--- src/hdl/hex_number_formatter_core_defines.svh ---
// ----------------------------------------------------------------------------
// Hex number formatter assertion macros
// Shared concurrent assertion forms, sampled on clk_i and disabled in reset.
// ----------------------------------------------------------------------------
`ifndef HEX_NUMBER_FORMATTER_CORE_DEFINES_SVH
`define HEX_NUMBER_FORMATTER_CORE_DEFINES_SVH

// Same-cycle implication
`define HNF_ASSERT_IMP(label, ante, cons) \
  label: assert property (@(posedge clk_i) disable iff (!rst_ni) (ante) |-> (cons)) \
    else $error("hnf assertion failed");

// Next-cycle implication
`define HNF_ASSERT_NXT(label, ante, cons) \
  label: assert property (@(posedge clk_i) disable iff (!rst_ni) (ante) |=> (cons)) \
    else $error("hnf assertion failed");

`endif

--- src/hdl/hnf_pkg.sv ---
// ----------------------------------------------------------------------------
// Hex number formatter package
// Types, widths, character codes and helpers shared by the formatter modules.
// ----------------------------------------------------------------------------
package hnf_pkg;

  // Default parameter values
  localparam int unsigned VALUE_BITS_DEF    = 32;
  localparam int unsigned MAX_OUT_CHARS_DEF = 64;

  // Field widths
  localparam int unsigned VAL_W   = 32;
  localparam int unsigned FW_W    = 7;
  localparam int unsigned PREC_W  = 6;
  localparam int unsigned NIB_MAX = VAL_W / 4;
  localparam int unsigned NAT_W   = $clog2(NIB_MAX + 1);
  localparam int unsigned NIB_IDX_W = $clog2(NIB_MAX);
  localparam int unsigned POS_W   = 8;
  localparam int unsigned CHAR_W  = 8;

  // Stream payload widths
  localparam int unsigned IN_FIELDS_W = VAL_W + FW_W + PREC_W + 5;
  localparam int unsigned IN_TDATA_W  = ((IN_FIELDS_W + 7) / 8) * 8;
  localparam int unsigned OUT_TDATA_W = CHAR_W;

  // ASCII codes
  localparam logic [CHAR_W-1:0] CHAR_SPACE = 8'h20;
  localparam logic [CHAR_W-1:0] CHAR_ZERO  = 8'h30;
  localparam logic [CHAR_W-1:0] CHAR_X_LO  = 8'h78;
  localparam logic [CHAR_W-1:0] CHAR_X_UP  = 8'h58;
  localparam logic [CHAR_W-1:0] CHAR_A_LO  = 8'h61;
  localparam logic [CHAR_W-1:0] CHAR_A_UP  = 8'h41;

  // One format request
  typedef struct packed {
    logic              upper_case;
    logic              alt_prefix;
    logic              zero_pad;
    logic              left_justify;
    logic              precision_given;
    logic [PREC_W-1:0] digit_precision;
    logic [FW_W-1:0]   field_width;
    logic [VAL_W-1:0]  value;
  } spec_t;

  // Layout of the output text: segment ends as character positions
  typedef struct packed {
    logic [VAL_W-1:0] value;      // masked value
    logic [NAT_W-1:0] nat;        // significant digits
    logic             upper;
    logic [POS_W-1:0] sp_end;     // end of leading spaces
    logic [POS_W-1:0] pre_end;    // end of 0x prefix
    logic [POS_W-1:0] zero_end;   // end of leading zeros
    logic [POS_W-1:0] dig_end;    // end of digits
    logic [POS_W-1:0] len;        // characters emitted after truncation
  } plan_t;

  // ASCII code of one hex digit
  function automatic logic [CHAR_W-1:0] hex_ascii(input logic [3:0] nib, input logic upper);
    logic [CHAR_W-1:0] nib_e;
    nib_e = {4'h0, nib};
    if (nib < 4'd10) begin
      return CHAR_ZERO + nib_e;
    end
    return (upper ? CHAR_A_UP : CHAR_A_LO) + nib_e - 8'd10;
  endfunction

endpackage

--- src/hdl/hnf_plan.sv ---
// ----------------------------------------------------------------------------
// Hex number formatter layout planner
// Counts digits, padding and prefix and derives the segment boundaries.
// ----------------------------------------------------------------------------
module hnf_plan #(
  parameter int unsigned VALUE_BITS    = hnf_pkg::VALUE_BITS_DEF,
  parameter int unsigned MAX_OUT_CHARS = hnf_pkg::MAX_OUT_CHARS_DEF
) (
  input  hnf_pkg::spec_t spec_i,
  output hnf_pkg::plan_t plan_o
);
  import hnf_pkg::*;

  localparam logic [VAL_W-1:0] VMASK = (VALUE_BITS >= VAL_W) ? {VAL_W{1'b1}}
                                     : VAL_W'((64'd1 << VALUE_BITS) - 64'd1);
  localparam logic [POS_W-1:0] MAX_LEN = POS_W'(MAX_OUT_CHARS);

  logic [VAL_W-1:0] vm;
  logic [NAT_W-1:0] nat_raw;
  logic [NAT_W-1:0] nat;
  logic [POS_W-1:0] nd;
  logic [POS_W-1:0] pre;
  logic [POS_W-1:0] body;
  logic [POS_W-1:0] width_e;
  logic [POS_W-1:0] pad;
  logic [POS_W-1:0] zeros;
  logic [POS_W-1:0] total;
  logic             zmode;

  assign vm = spec_i.value & VMASK;

  // Find the highest nonzero nibble
  always_comb begin
    nat_raw = '0;
    for (int i = 0; i < NIB_MAX; i++) begin
      if (vm[i*4 +: 4] != 4'h0) begin
        nat_raw = NAT_W'(i + 1);
      end
    end
  end

  // Digit, prefix and padding counts
  always_comb begin
    if (vm == '0) begin
      nat = (spec_i.precision_given && spec_i.digit_precision == '0) ? NAT_W'(0) : NAT_W'(1);
    end else begin
      nat = nat_raw;
    end
    nd = (spec_i.precision_given && POS_W'(spec_i.digit_precision) > POS_W'(nat))
         ? POS_W'(spec_i.digit_precision) : POS_W'(nat);
    pre     = (spec_i.alt_prefix && vm != '0) ? POS_W'(2) : POS_W'(0);
    body    = pre + nd;
    width_e = POS_W'(spec_i.field_width);
    pad     = (width_e > body) ? width_e - body : '0;
    zmode   = spec_i.zero_pad && !spec_i.precision_given && !spec_i.left_justify;
    zeros   = (zmode ? pad : POS_W'(0)) + (nd - POS_W'(nat));
  end

  // Segment boundaries and truncated length
  always_comb begin
    plan_o.value    = vm;
    plan_o.nat      = nat;
    plan_o.upper    = spec_i.upper_case;
    plan_o.sp_end   = (!spec_i.left_justify && !zmode) ? pad : POS_W'(0);
    plan_o.pre_end  = plan_o.sp_end + pre;
    plan_o.zero_end = plan_o.pre_end + zeros;
    plan_o.dig_end  = plan_o.zero_end + POS_W'(nat);
    total           = plan_o.dig_end + (spec_i.left_justify ? pad : POS_W'(0));
    plan_o.len      = (total > MAX_LEN) ? MAX_LEN : total;
  end

endmodule

--- src/hdl/hnf_char.sv ---
// ----------------------------------------------------------------------------
// Hex number formatter character select
// Picks the ASCII character at one position of the planned text.
// ----------------------------------------------------------------------------
module hnf_char (
  input  hnf_pkg::plan_t                     plan_i,
  input  logic [hnf_pkg::POS_W-1:0]          pos_i,
  output logic [hnf_pkg::CHAR_W-1:0]         char_o
);
  import hnf_pkg::*;

  logic [POS_W-1:0]     k;
  logic [NIB_IDX_W-1:0] idx;
  logic [3:0]           nib;

  // Digit index counted from the most significant digit
  assign k   = pos_i - plan_i.zero_end;
  assign idx = NIB_IDX_W'(plan_i.nat - NAT_W'(1) - NAT_W'(k));
  assign nib = plan_i.value[idx*4 +: 4];

  // Select by segment
  always_comb begin
    if (pos_i < plan_i.sp_end) begin
      char_o = CHAR_SPACE;
    end else if (pos_i < plan_i.pre_end) begin
      char_o = (pos_i == plan_i.sp_end) ? CHAR_ZERO : (plan_i.upper ? CHAR_X_UP : CHAR_X_LO);
    end else if (pos_i < plan_i.zero_end) begin
      char_o = CHAR_ZERO;
    end else if (pos_i < plan_i.dig_end) begin
      char_o = hex_ascii(nib, plan_i.upper);
    end else begin
      char_o = CHAR_SPACE;
    end
  end

endmodule

--- src/hdl/hex_number_formatter_core.sv ---
// ----------------------------------------------------------------------------
// Hex number formatter core
// printf-style %x / %X conversion streamed out one ASCII character per item.
// ----------------------------------------------------------------------------
// Usage:
//   s_axis carries one conversion request per item: the value and its format
//   spec. m_axis returns the formatted text, one character per item, with
//   tlast on the final character. A conversion with no text (value 0, given
//   precision 0, width 0) produces no output item at all.
//   An accepted request waits in the request register while its characters
//   move to the output register, until all of them (at most MAX_OUT_CHARS)
//   have moved on; the output register takes one character per cycle while
//   the receiver does not stall. The next request is accepted in the cycle
//   that its last character moves to the output register, so conversions
//   follow each other without gaps.
//   Reset clears the request and output valid flags and the position count.
//   When the receiver stalls, the output register holds its character and
//   the request register holds its position until the character is taken.
// ----------------------------------------------------------------------------
`include "hex_number_formatter_core_defines.svh"

module hex_number_formatter_core #(
  parameter int unsigned VALUE_BITS    = hnf_pkg::VALUE_BITS_DEF,
  parameter int unsigned MAX_OUT_CHARS = hnf_pkg::MAX_OUT_CHARS_DEF
) (
  input  logic                              clk_i,
  input  logic                              rst_ni,
  input  logic                              s_axis_tvalid,
  output logic                              s_axis_tready,
  // value, field_width, digit_precision, precision_given, left_justify,
  // zero_pad, alt_prefix, upper_case (lowest bit up), zero filled
  input  logic [hnf_pkg::IN_TDATA_W-1:0]    s_axis_tdata,
  output logic                              m_axis_tvalid,
  input  logic                              m_axis_tready,
  // char_code
  output logic [hnf_pkg::OUT_TDATA_W-1:0]   m_axis_tdata,
  output logic                              m_axis_tlast
);
  import hnf_pkg::*;

  localparam int unsigned CNT_W = $clog2(MAX_OUT_CHARS);

  spec_t             spec_d;
  spec_t             spec_q;
  logic              item_vld_q;
  logic [CNT_W-1:0]  cnt_q;
  plan_t             plan;
  logic [POS_W-1:0]  pos;
  logic [CHAR_W-1:0] ch;
  logic              out_vld_q;
  logic [CHAR_W-1:0] char_q;
  logic              last_q;
  logic              out_free;
  logic              item_empty;
  logic              emit;
  logic              emit_last;
  logic              item_done;
  logic              in_acc;

  // Unpack the request fields
  assign spec_d = spec_t'(s_axis_tdata[IN_FIELDS_W-1:0]);

  hnf_plan #(
    .VALUE_BITS    (VALUE_BITS),
    .MAX_OUT_CHARS (MAX_OUT_CHARS)
  ) u_plan (
    .spec_i (spec_q),
    .plan_o (plan)
  );

  assign pos = POS_W'(cnt_q);

  hnf_char u_char (
    .plan_i (plan),
    .pos_i  (pos),
    .char_o (ch)
  );

  // Handshake and emission control
  assign out_free   = !out_vld_q || m_axis_tready;
  assign item_empty = (plan.len == '0);
  assign emit       = item_vld_q && !item_empty && out_free;
  assign emit_last  = (POS_W'(pos + POS_W'(1)) == plan.len);
  assign item_done  = item_vld_q && (item_empty || (emit && emit_last));
  assign in_acc     = s_axis_tvalid && s_axis_tready;

  assign s_axis_tready = !item_vld_q || item_done;
  assign m_axis_tvalid = out_vld_q;
  assign m_axis_tdata  = char_q;
  assign m_axis_tlast  = last_q;

  // Control state
  always_ff @(posedge clk_i or negedge rst_ni) begin
    if (!rst_ni) begin
      item_vld_q <= 1'b0;
      cnt_q      <= '0;
      out_vld_q  <= 1'b0;
    end else begin
      if (in_acc) begin
        item_vld_q <= 1'b1;
      end else if (item_done) begin
        item_vld_q <= 1'b0;
      end
      if (item_done) begin
        cnt_q <= '0;
      end else if (emit) begin
        cnt_q <= cnt_q + CNT_W'(1);
      end
      if (emit) begin
        out_vld_q <= 1'b1;
      end else if (m_axis_tready) begin
        out_vld_q <= 1'b0;
      end
    end
  end

  // Payload registers
  always_ff @(posedge clk_i) begin
    if (in_acc) begin
      spec_q <= spec_d;
    end
    if (emit) begin
      char_q <= ch;
      last_q <= emit_last;
    end
  end

  // Checks
  `HNF_ASSERT_IMP(a_pos_in_range, item_vld_q && !item_empty, pos < plan.len)
  `HNF_ASSERT_IMP(a_emit_into_free, emit, !out_vld_q || m_axis_tready)
  `HNF_ASSERT_NXT(a_last_resets_pos, emit && emit_last, cnt_q == '0 && m_axis_tlast)

endmodule
--- config.mk ---
export PLATFORM = sky130hd
export DESIGN_NAME = hex_number_formatter_core
export DESIGN_NICKNAME = d
export VERILOG_FILES = /design/src/hdl/hnf_pkg.sv /design/src/hdl/hnf_plan.sv /design/src/hdl/hnf_char.sv /design/src/hdl/hex_number_formatter_core.sv
export VERILOG_INCLUDE_DIRS = /design/src /design/src/hdl
export SDC_FILE = /design/constraint.sdc
export NUM_CORES = 1
export LEC_CHECK = 0
export BUFFER_PORTS_ARGS = -buffer_cell sky130_fd_sc_hd__buf_2
export CAP_MARGIN = 20
export CORE_ASPECT_RATIO = 0.8
export CORE_MARGIN = 2
export CORE_UTILIZATION = 45
export DETAILED_ROUTE_END_ITERATION = 6
export PLACE_DENSITY = 0.65
export SKIP_LAST_GASP = 1
export SLEW_MARGIN = 30
export SYNTH_ARGS = -nofsm -noshare
export SYNTH_HDL_FRONTEND = slang
export SYNTH_SLANG_ARGS = --single-unit
--- constraint.sdc ---
create_clock -name clk_i -period 13.45 [get_ports clk_i]
set_input_delay 1.345 -clock clk_i [delete_from_list [all_inputs] [get_ports clk_i]]
set_output_delay 1.345 -clock clk_i [all_outputs]
set_load 0.02 [all_outputs]
======== Yosys cells after proc, flatten, opt, wreduce, memory -nomap -nowiden ========
Cells that the tools add are included.
word-level totals
  register bits ........................... 67
  bits of input ports ..................... 60
  output and inout bits ................... 11
cells by class
  add/sub/neg operators ................... 16
  $lt $le $gt $ge ......................... 8
  eq/ne operators ......................... 2
  shift operators ......................... 1
  muxes and demuxes ....................... 36
  reduce and logical (&&, ||, !) cells .... 35
operators by type and width
  cell                                                           number
  two-way mux 8 bit                                              11
  adder 8 bit                                                    5
  zero test 32 bit                                               1
  less-than comparator 6 x 8 -> 1 bit                            4
  two-way mux 4 bit                                              8
  nonzero test 32 bit                                            1
  nonzero test 4 bit                                             8
  variable part select 32 x 6 -> 4 bit                           1
  two-way mux 6 bit                                              5
  adder 8 x 4 -> 8 bit                                           2
  logical AND 1 bit                                              11
  two-way mux 1 bit                                              11
  == test 6 x 8 -> 1 bit                                         1
  == test 7 x 8 -> 1 bit                                         1
  greater-than comparator 7 x 8 -> 1 bit                         1
  greater-than comparator 8 x 7 -> 1 bit, second input constant  1
  zero test 8 bit                                                1
  subtractor 7 x 8 -> 8 bit                                      1
  subtractor 8 x 4 -> 8 bit, second input constant               1
  adder 6 x 1 -> 7 bit, second input constant                    1
  adder 6 x 4 -> 7 bit, first input constant                     1
  subtractor 6 x 4 -> 7 bit                                      1
  adder 6 x 1 -> 6 bit, second input constant                    1
  greater-than comparator 6 x 4 -> 1 bit                         1
  other kinds (8)                                                18

======== Depth between registers and ports, before layout ========
  depth in word-level cells ............... 33
  gate-level depth with buffers ........... 49

======== Modules after synthesis ========
Synthesis repeated with hierarchy kept, for this count alone.
second synthesis, totals
  cells, all modules ...................... 661
  area total of the unflattened synthesis .. 6497.5 µm²
modules (own cells, without submodules)
  module                     instances  cells an instance  area each (µm²)  seq. area each (µm²)
  hnf_plan                   1          378                2746.4           0.0
  hex_number_formatter_core  1          135                2434.8           1971.9
  hnf_char                   1          148                1316.3           0.0

======== Worst setup path before layout ========
OpenSTA, ideal clock, no wires.
  path type ............................... flip-flop to flip-flop
  start ................................... register spec_q[12] in the netlist's numbering
  end ..................................... register spec_q[0] in the netlist's numbering (enable)
  library setup time ...................... 0.412 ns
  data arrival time ....................... 10.767 ns
  data required time ...................... 13.038 ns
  setup slack ............................. 2.270 ns
  cell stages (with the launch flop) ...... 46
  buffers on the path ..................... 0
  clock period less this slack ............ 11.180 ns
  cells stage by stage .................... edfxtp_1 or4_1 nor2b_1 nand2_1 a21oi_1 inv_1 ha_1 nor2b_1 o21ai_0 nand2b_1 a21oi_1 a41o_1 a21oi_1 nor2_1 a21o_1 ha_1 ha_1 nand3_1 (+10 left out) nand2_1 a211oi_1 nand4_1 xnor2_1 nand2b_1 fa_1 inv_1 ha_1 or4_1 o2111ai_1 xor2_1 ha_1 a21oi_1 xnor2_1 xor3_1 or4_4 a22oi_4 a22o_1
between the ends
  elaborated cells between the ends (all ways) .. 39
RTL lines
  what                                                                                        RTL line                          source
  from (decl)                                                                                 hex_number_formatter_core.sv:44   spec_t spec_q;
  from (signal assigned)                                                                      hex_number_formatter_core.sv:120  spec_q <= spec_d;
  nonzero test 4 bit                                                                          hnf_plan.sv:36                    if (vm[i*4 +: 4] != 4'h0) begin
  two-way mux 4 bit (5 in a row)                                                              hnf_plan.sv:36
  two-way mux 4 bit                                                                           hnf_plan.sv:44                    if (vm == '0) begin
  greater-than comparator 6 x 4 -> 1 bit                                                      hnf_plan.sv:49                    nd = (spec_i.precision_given && POS_W'(spec_i.digit_precision) > POS_W'(nat))
  logical AND 1 bit                                                                           hnf_plan.sv:49
  two-way mux 6 bit                                                                           hnf_plan.sv:50                    ? POS_W'(spec_i.digit_precision) : POS_W'(nat);
  adder 8 bit                                                                                 hnf_plan.sv:52                    body = pre + nd;
  subtractor 7 x 8 -> 8 bit / greater-than comparator 7 x 8 -> 1 bit (equally long branches)  hnf_plan.sv:54                    pad = (width_e > body) ? width_e - body : '0;
  (+8 left out)                                                                               -
  == test 7 x 8 -> 1 bit (*)                                                                  hex_number_formatter_core.sv:83   assign emit_last = (POS_W'(pos + POS_W'(1)) == plan.len);
  named net emit_last                                                                         hex_number_formatter_core.sv:56   logic emit_last;
  logical AND 1 bit (*)                                                                       hex_number_formatter_core.sv:84   assign item_done = item_vld_q && (item_empty || (emit && emit_last));
  logical OR 1 bit (*)                                                                        hex_number_formatter_core.sv:84
  logical AND 1 bit (*)                                                                       hex_number_formatter_core.sv:84
  logical OR 1 bit (*)                                                                        hex_number_formatter_core.sv:87   assign s_axis_tready = !item_vld_q || item_done;
  logical AND 1 bit (*)                                                                       hex_number_formatter_core.sv:85   assign in_acc = s_axis_tvalid && s_axis_tready;
  named net in_acc                                                                            hex_number_formatter_core.sv:58   logic in_acc;
Mark *: on every way through the listed nets, which the timed path passes. The rest lies on a longest branch.
A chain may end at the register's enable or synchronous reset.

======== Worst setup path in the final report ========
  start ................................... register spec_q[16] in the netlist's numbering
  end ..................................... output s_axis_tready
between the ends
  elaborated cells between the ends (all ways) .. 37
RTL lines
  what                                                                                        RTL line                         source
  nonzero test 4 bit                                                                          hnf_plan.sv:36
  two-way mux 4 bit (4 in a row)                                                              hnf_plan.sv:36
  two-way mux 4 bit                                                                           hnf_plan.sv:44
  greater-than comparator 6 x 4 -> 1 bit                                                      hnf_plan.sv:49
  logical AND 1 bit                                                                           hnf_plan.sv:49
  two-way mux 6 bit                                                                           hnf_plan.sv:50
  adder 8 bit                                                                                 hnf_plan.sv:52
  subtractor 7 x 8 -> 8 bit / greater-than comparator 7 x 8 -> 1 bit (equally long branches)  hnf_plan.sv:54
  (+6 left out)                                                                               -
  greater-than comparator 8 x 7 -> 1 bit                                                      hnf_plan.sv:69                   plan_o.len = (total > MAX_LEN) ? MAX_LEN : total;
  two-way mux 8 bit (*)                                                                       hnf_plan.sv:69
  == test 7 x 8 -> 1 bit (*)                                                                  hex_number_formatter_core.sv:83
  named net emit_last                                                                         hex_number_formatter_core.sv:56
  logical AND 1 bit (*)                                                                       hex_number_formatter_core.sv:84
  logical OR 1 bit (*)                                                                        hex_number_formatter_core.sv:84
  logical AND 1 bit (*)                                                                       hex_number_formatter_core.sv:84
  logical OR 1 bit (*)                                                                        hex_number_formatter_core.sv:87
  to (decl)                                                                                   hex_number_formatter_core.sv:29  output logic s_axis_tready,
Marked as above.

==> results.md <==
Outcome:
- The run finished with clean final reports.

Placed design:
- Summing all placed instances gives a cell area of 6027 µm².
- The congestion estimate from routability-driven global placement came to 0.8561.
- The number of cells after detailed placement is 740.
- The number of port buffers is 63.
- Detailed placement ended at an HPWL of 9.618 mm.

Setup path:
- The peak per-stage delay on the critical path is 0.57 ns.
- The required time of the critical path is 12.10 ns.
- The cell type with the highest occurrence count on the critical path is ha_1.
- The critical path is of the register to primary output type.
- Data arrives at the worst endpoint at 11.12 ns.
- Of all nets on the critical path, the largest fanout is 10.
- Among all stages on the critical path, the largest delay is contributed by or4_4.
- The nature of the critical path endpoint is a primary output.
- The worst setup path is launched from a register.

STA:
- The routed design could run at a clock period as short as 12.46 ns.
- Between clock sinks in the finished design, the worst skew comes to 0.006464 ns.
- Setup repair after global routing left no endpoint under its margin.
- On the final layout, the worst hold slack is 0.5771 ns.
- The number of hold-slack violations in the final timing report is 0.
- The achievable clock frequency is 0.08025 GHz.
- The final max-slew violation count is 0.
- The worst slew slack as a fraction of its limit is 42.25%.
- For the pin with the worst max-slew slack, the measured transition is 0.8528 ns.
- The count of endpoints failing setup in the final report is 0.
- Of the available clock period, the critical path in the final layout requires 92.64%.
- The final total negative setup slack is 0 ns.

Layout:
- The post-route standard cell area excluding fillers is 6319 µm².
- The library cells used most frequently in the layout, excluding fill and tap cells, are 63 x buf_2, 60 x ha_1, 58 x inv_1, 58 x edfxtp_1, 38 x nand2_1.
- The final layout net count is 733.
- The number of cells in the finished layout apart from fillers is 756.
- The share of post-route cells with drive strength above 1 is 17.55%.
- The number of diodes added for antenna fixing is 0.
- The area overhead of the layout relative to synthesis is 14.23%.
- The most common cell after layout, fill and taps aside is buf_2.

Drt:
- The first detailed-routing pass took 4 iterations.
- The wire length reported by the detailed router is 11.89 mm.
- After detailed routing, the wire length on met1 is 5.801 mm.
- The number of remaining DRC errors is 0.
- The detailed router finished its first iteration with 182 violations.
- The number of vias after detailed routing is 4,083.
- The highest metal layer carrying signal wires in the routed design is met4.
- Summed over all nets, wire length on met2 after detailed routing comes to 5.446 mm.
- Wire segments on met3 add up to 437 µm in the final route.
- After detailed routing, the number of vias per cell comes to 5.401.
- Once detail routing completed, the nets flagged for antenna violations numbered 0.
- After detailed routing, the average wire length per cell comes to 15.72 µm.

GRT:
- The initial antenna violation count is 0.
- The via count of the first global-routing pass is 4,182.
- The global-route wire length before repair is 19.98 mm.
- Global routing used 19.51% of the available tracks across all layers.
- For this run the aggregate overflow at the end of global routing stands at 0.
- The pin count of the biggest net entering global routing is 51.

Yosys:
- The number of synthesized register bits is 66.
- In this run, distinct cell masters in the synthesized netlist total 68.
- The register area share after synthesis is 35.11%.
- After synthesis, the mean cell area works out to 10.44 µm².
- The most used flip-flop cell after synthesis is edfxtp_1.
- The Yosys step of the flow raised 0 warnings.
- The post-synthesis net count is 664.
- The summed instance area of the synthesized netlist is 5532 µm².
- Synthesis handed over a netlist of 530 instances.
- The fraction of synthesis flops using an asynchronous set or reset pin is 12.12%.
- The number of synthesized flops with an enable pin is 58.

Clock network:
- The later pin in the worst-skew pair is clocked with a latency of 0.34 ns.
- The tree is rooted in a clkbuf_16.
- The number of cells upsized or downsized after cts is 0.
- The clock edge transition at the registers on the reported setup and hold paths is 0.06 ns.
- No sink is reached through more buffers than the 2 on the longest clock path.
- Counting every sink on the clock net gives 66.
- The H-tree was split into 3 levels.
- Buffers inserted to repair hold after CTS numbered 0.
- TritonCTS built the clock tree.
- The number of buffers created by CTS is 9.
- The number of setup buffers added after CTS is 0.

Floorplanning:
- In this run the horizontal extent of the chip is 128.0 µm.
- The die is 103.2 µm tall.
- The row count is 36.
- The core region is 12,070 µm².
- Pin placement for this block handled 71 I/O pins.
- The full die area is 13,200 µm².
- The starting density of the core is 45.82%.

Job:
- The number of maximum-capacitance constraint violations is 0.

Hold path:
- The classification of the worst-slack hold path is register to register.
-- cells by family after synthesis --
kind of cell | Yosys count | synth area share (%)
buffers and inverters | 64 | 4.411
adder cells (fa/ha/maj) | 74 | 18.64
flip-flops | 66 | 35.11
other | 1 | 0.06779
AO/OA/AOI/OAI | 110 | 13.87
XOR/XNOR | 46 | 8.279
AND/OR/NAND/NOR | 152 | 14.70
multiplexers | 17 | 4.931
-- worst max-delay path, delay by kind of cell (launching register included) --
| kind | cells | cell delay (ns) |
|---|---|---|
| flip-flops | 1 | 0.39 |
| XOR/XNOR | 4 | 0.99 |
| AO/OA/AOI/OAI | 15 | 2.82 |
| adder cells (fa/ha/maj) | 10 | 3.31 |
| AND/OR/NAND/NOR | 13 | 2.51 |
| buffers and inverters | 6 | 0.74 |
-- path summary, 6_finish.rpt --
path                               startpoint             to  cells after the start  slack, ns
max in group asynchronous              rst_ni     item_vld_q                      1      12.42
worst min register to register  m_axis_tvalid  m_axis_tvalid                      2       0.58
worst max register to register     spec_q[16]     spec_q[32]                     47       2.01
worst max-delay path               spec_q[16]  s_axis_tready                     48       0.99
min in group asynchronous              rst_ni       cnt_q[4]                      1       0.85
worst min-delay path            m_axis_tvalid  m_axis_tvalid                      2       0.58
-- cells in the mapped netlist (3+ instances only) --
cell type  number  area (µm²)
a21o_1         12       90.09
nand2_1        38       142.6
a21boi_0        3       22.52
o22ai_1         4       25.02
o21ai_0        16       80.08
o31a_1          4       35.03
mux2i_1         7       70.07
mux4_2          8       180.2
nor4_1          7       43.79
nand4_1         5       31.28
or2_2           4       25.02
dfrtp_1         8       200.2
ha_1           60       750.7
inv_1          58       217.7
o21bai_1        3       22.52
and2_1          7       43.79
nand2b_1       13       81.33
nand3_1         9       45.04
a21oi_1        29       145.1
fa_1           14       280.3
o21a_1          9       67.56
o211ai_1        3       22.52
a211oi_1        6       45.04
edfxtp_1       58        1742
nor2b_1        12       75.07
xor2_1          8       70.07
clkbuf_1        3       11.26
nor2_1         27       101.4
or4_1           5       37.54
xnor2_1        34       297.8
and3_1         10       62.56
-- final cells by class --
type	count	area (µm²)
fill	1075	5753
clock buffer	11	232.7
clock inverter	5	55.05
inverter	58	217.7
sequential	66	1942
multi-input combinational	400	3358
timing repair buffer	64	322.8
tap	152	190.2
-- sequential cells by signal, indices dropped and copies added (netlist names) --
name,cells
item_vld_q,1
m_axis_tvalid,1
spec_q,50
cnt_q,6
m_axis_tdata,7
m_axis_tlast,1
-- metrics by stage --
step                utilization, %  worst slack [ns]
finish                       52.34            0.9895
global route                 52.34           0.09056
CTS                          52.31            0.8888
detailed placement           49.93             1.296
global placement             49.87             1.493
floorplan                        -             2.270
-- per-layer routing --
metal | up-vias | global-route usage, %
li1 | 2069 | -
met1 | 1917 | 25.58
met2 | 83 | 33.03
met3 | 14 | 2.906
met4 | 0 | 7.608
met5 | - | 0
Power is left out: the tool's default activity adds up to more than one toggle a clock period on the data nets, which glitch-free logic cannot reach.
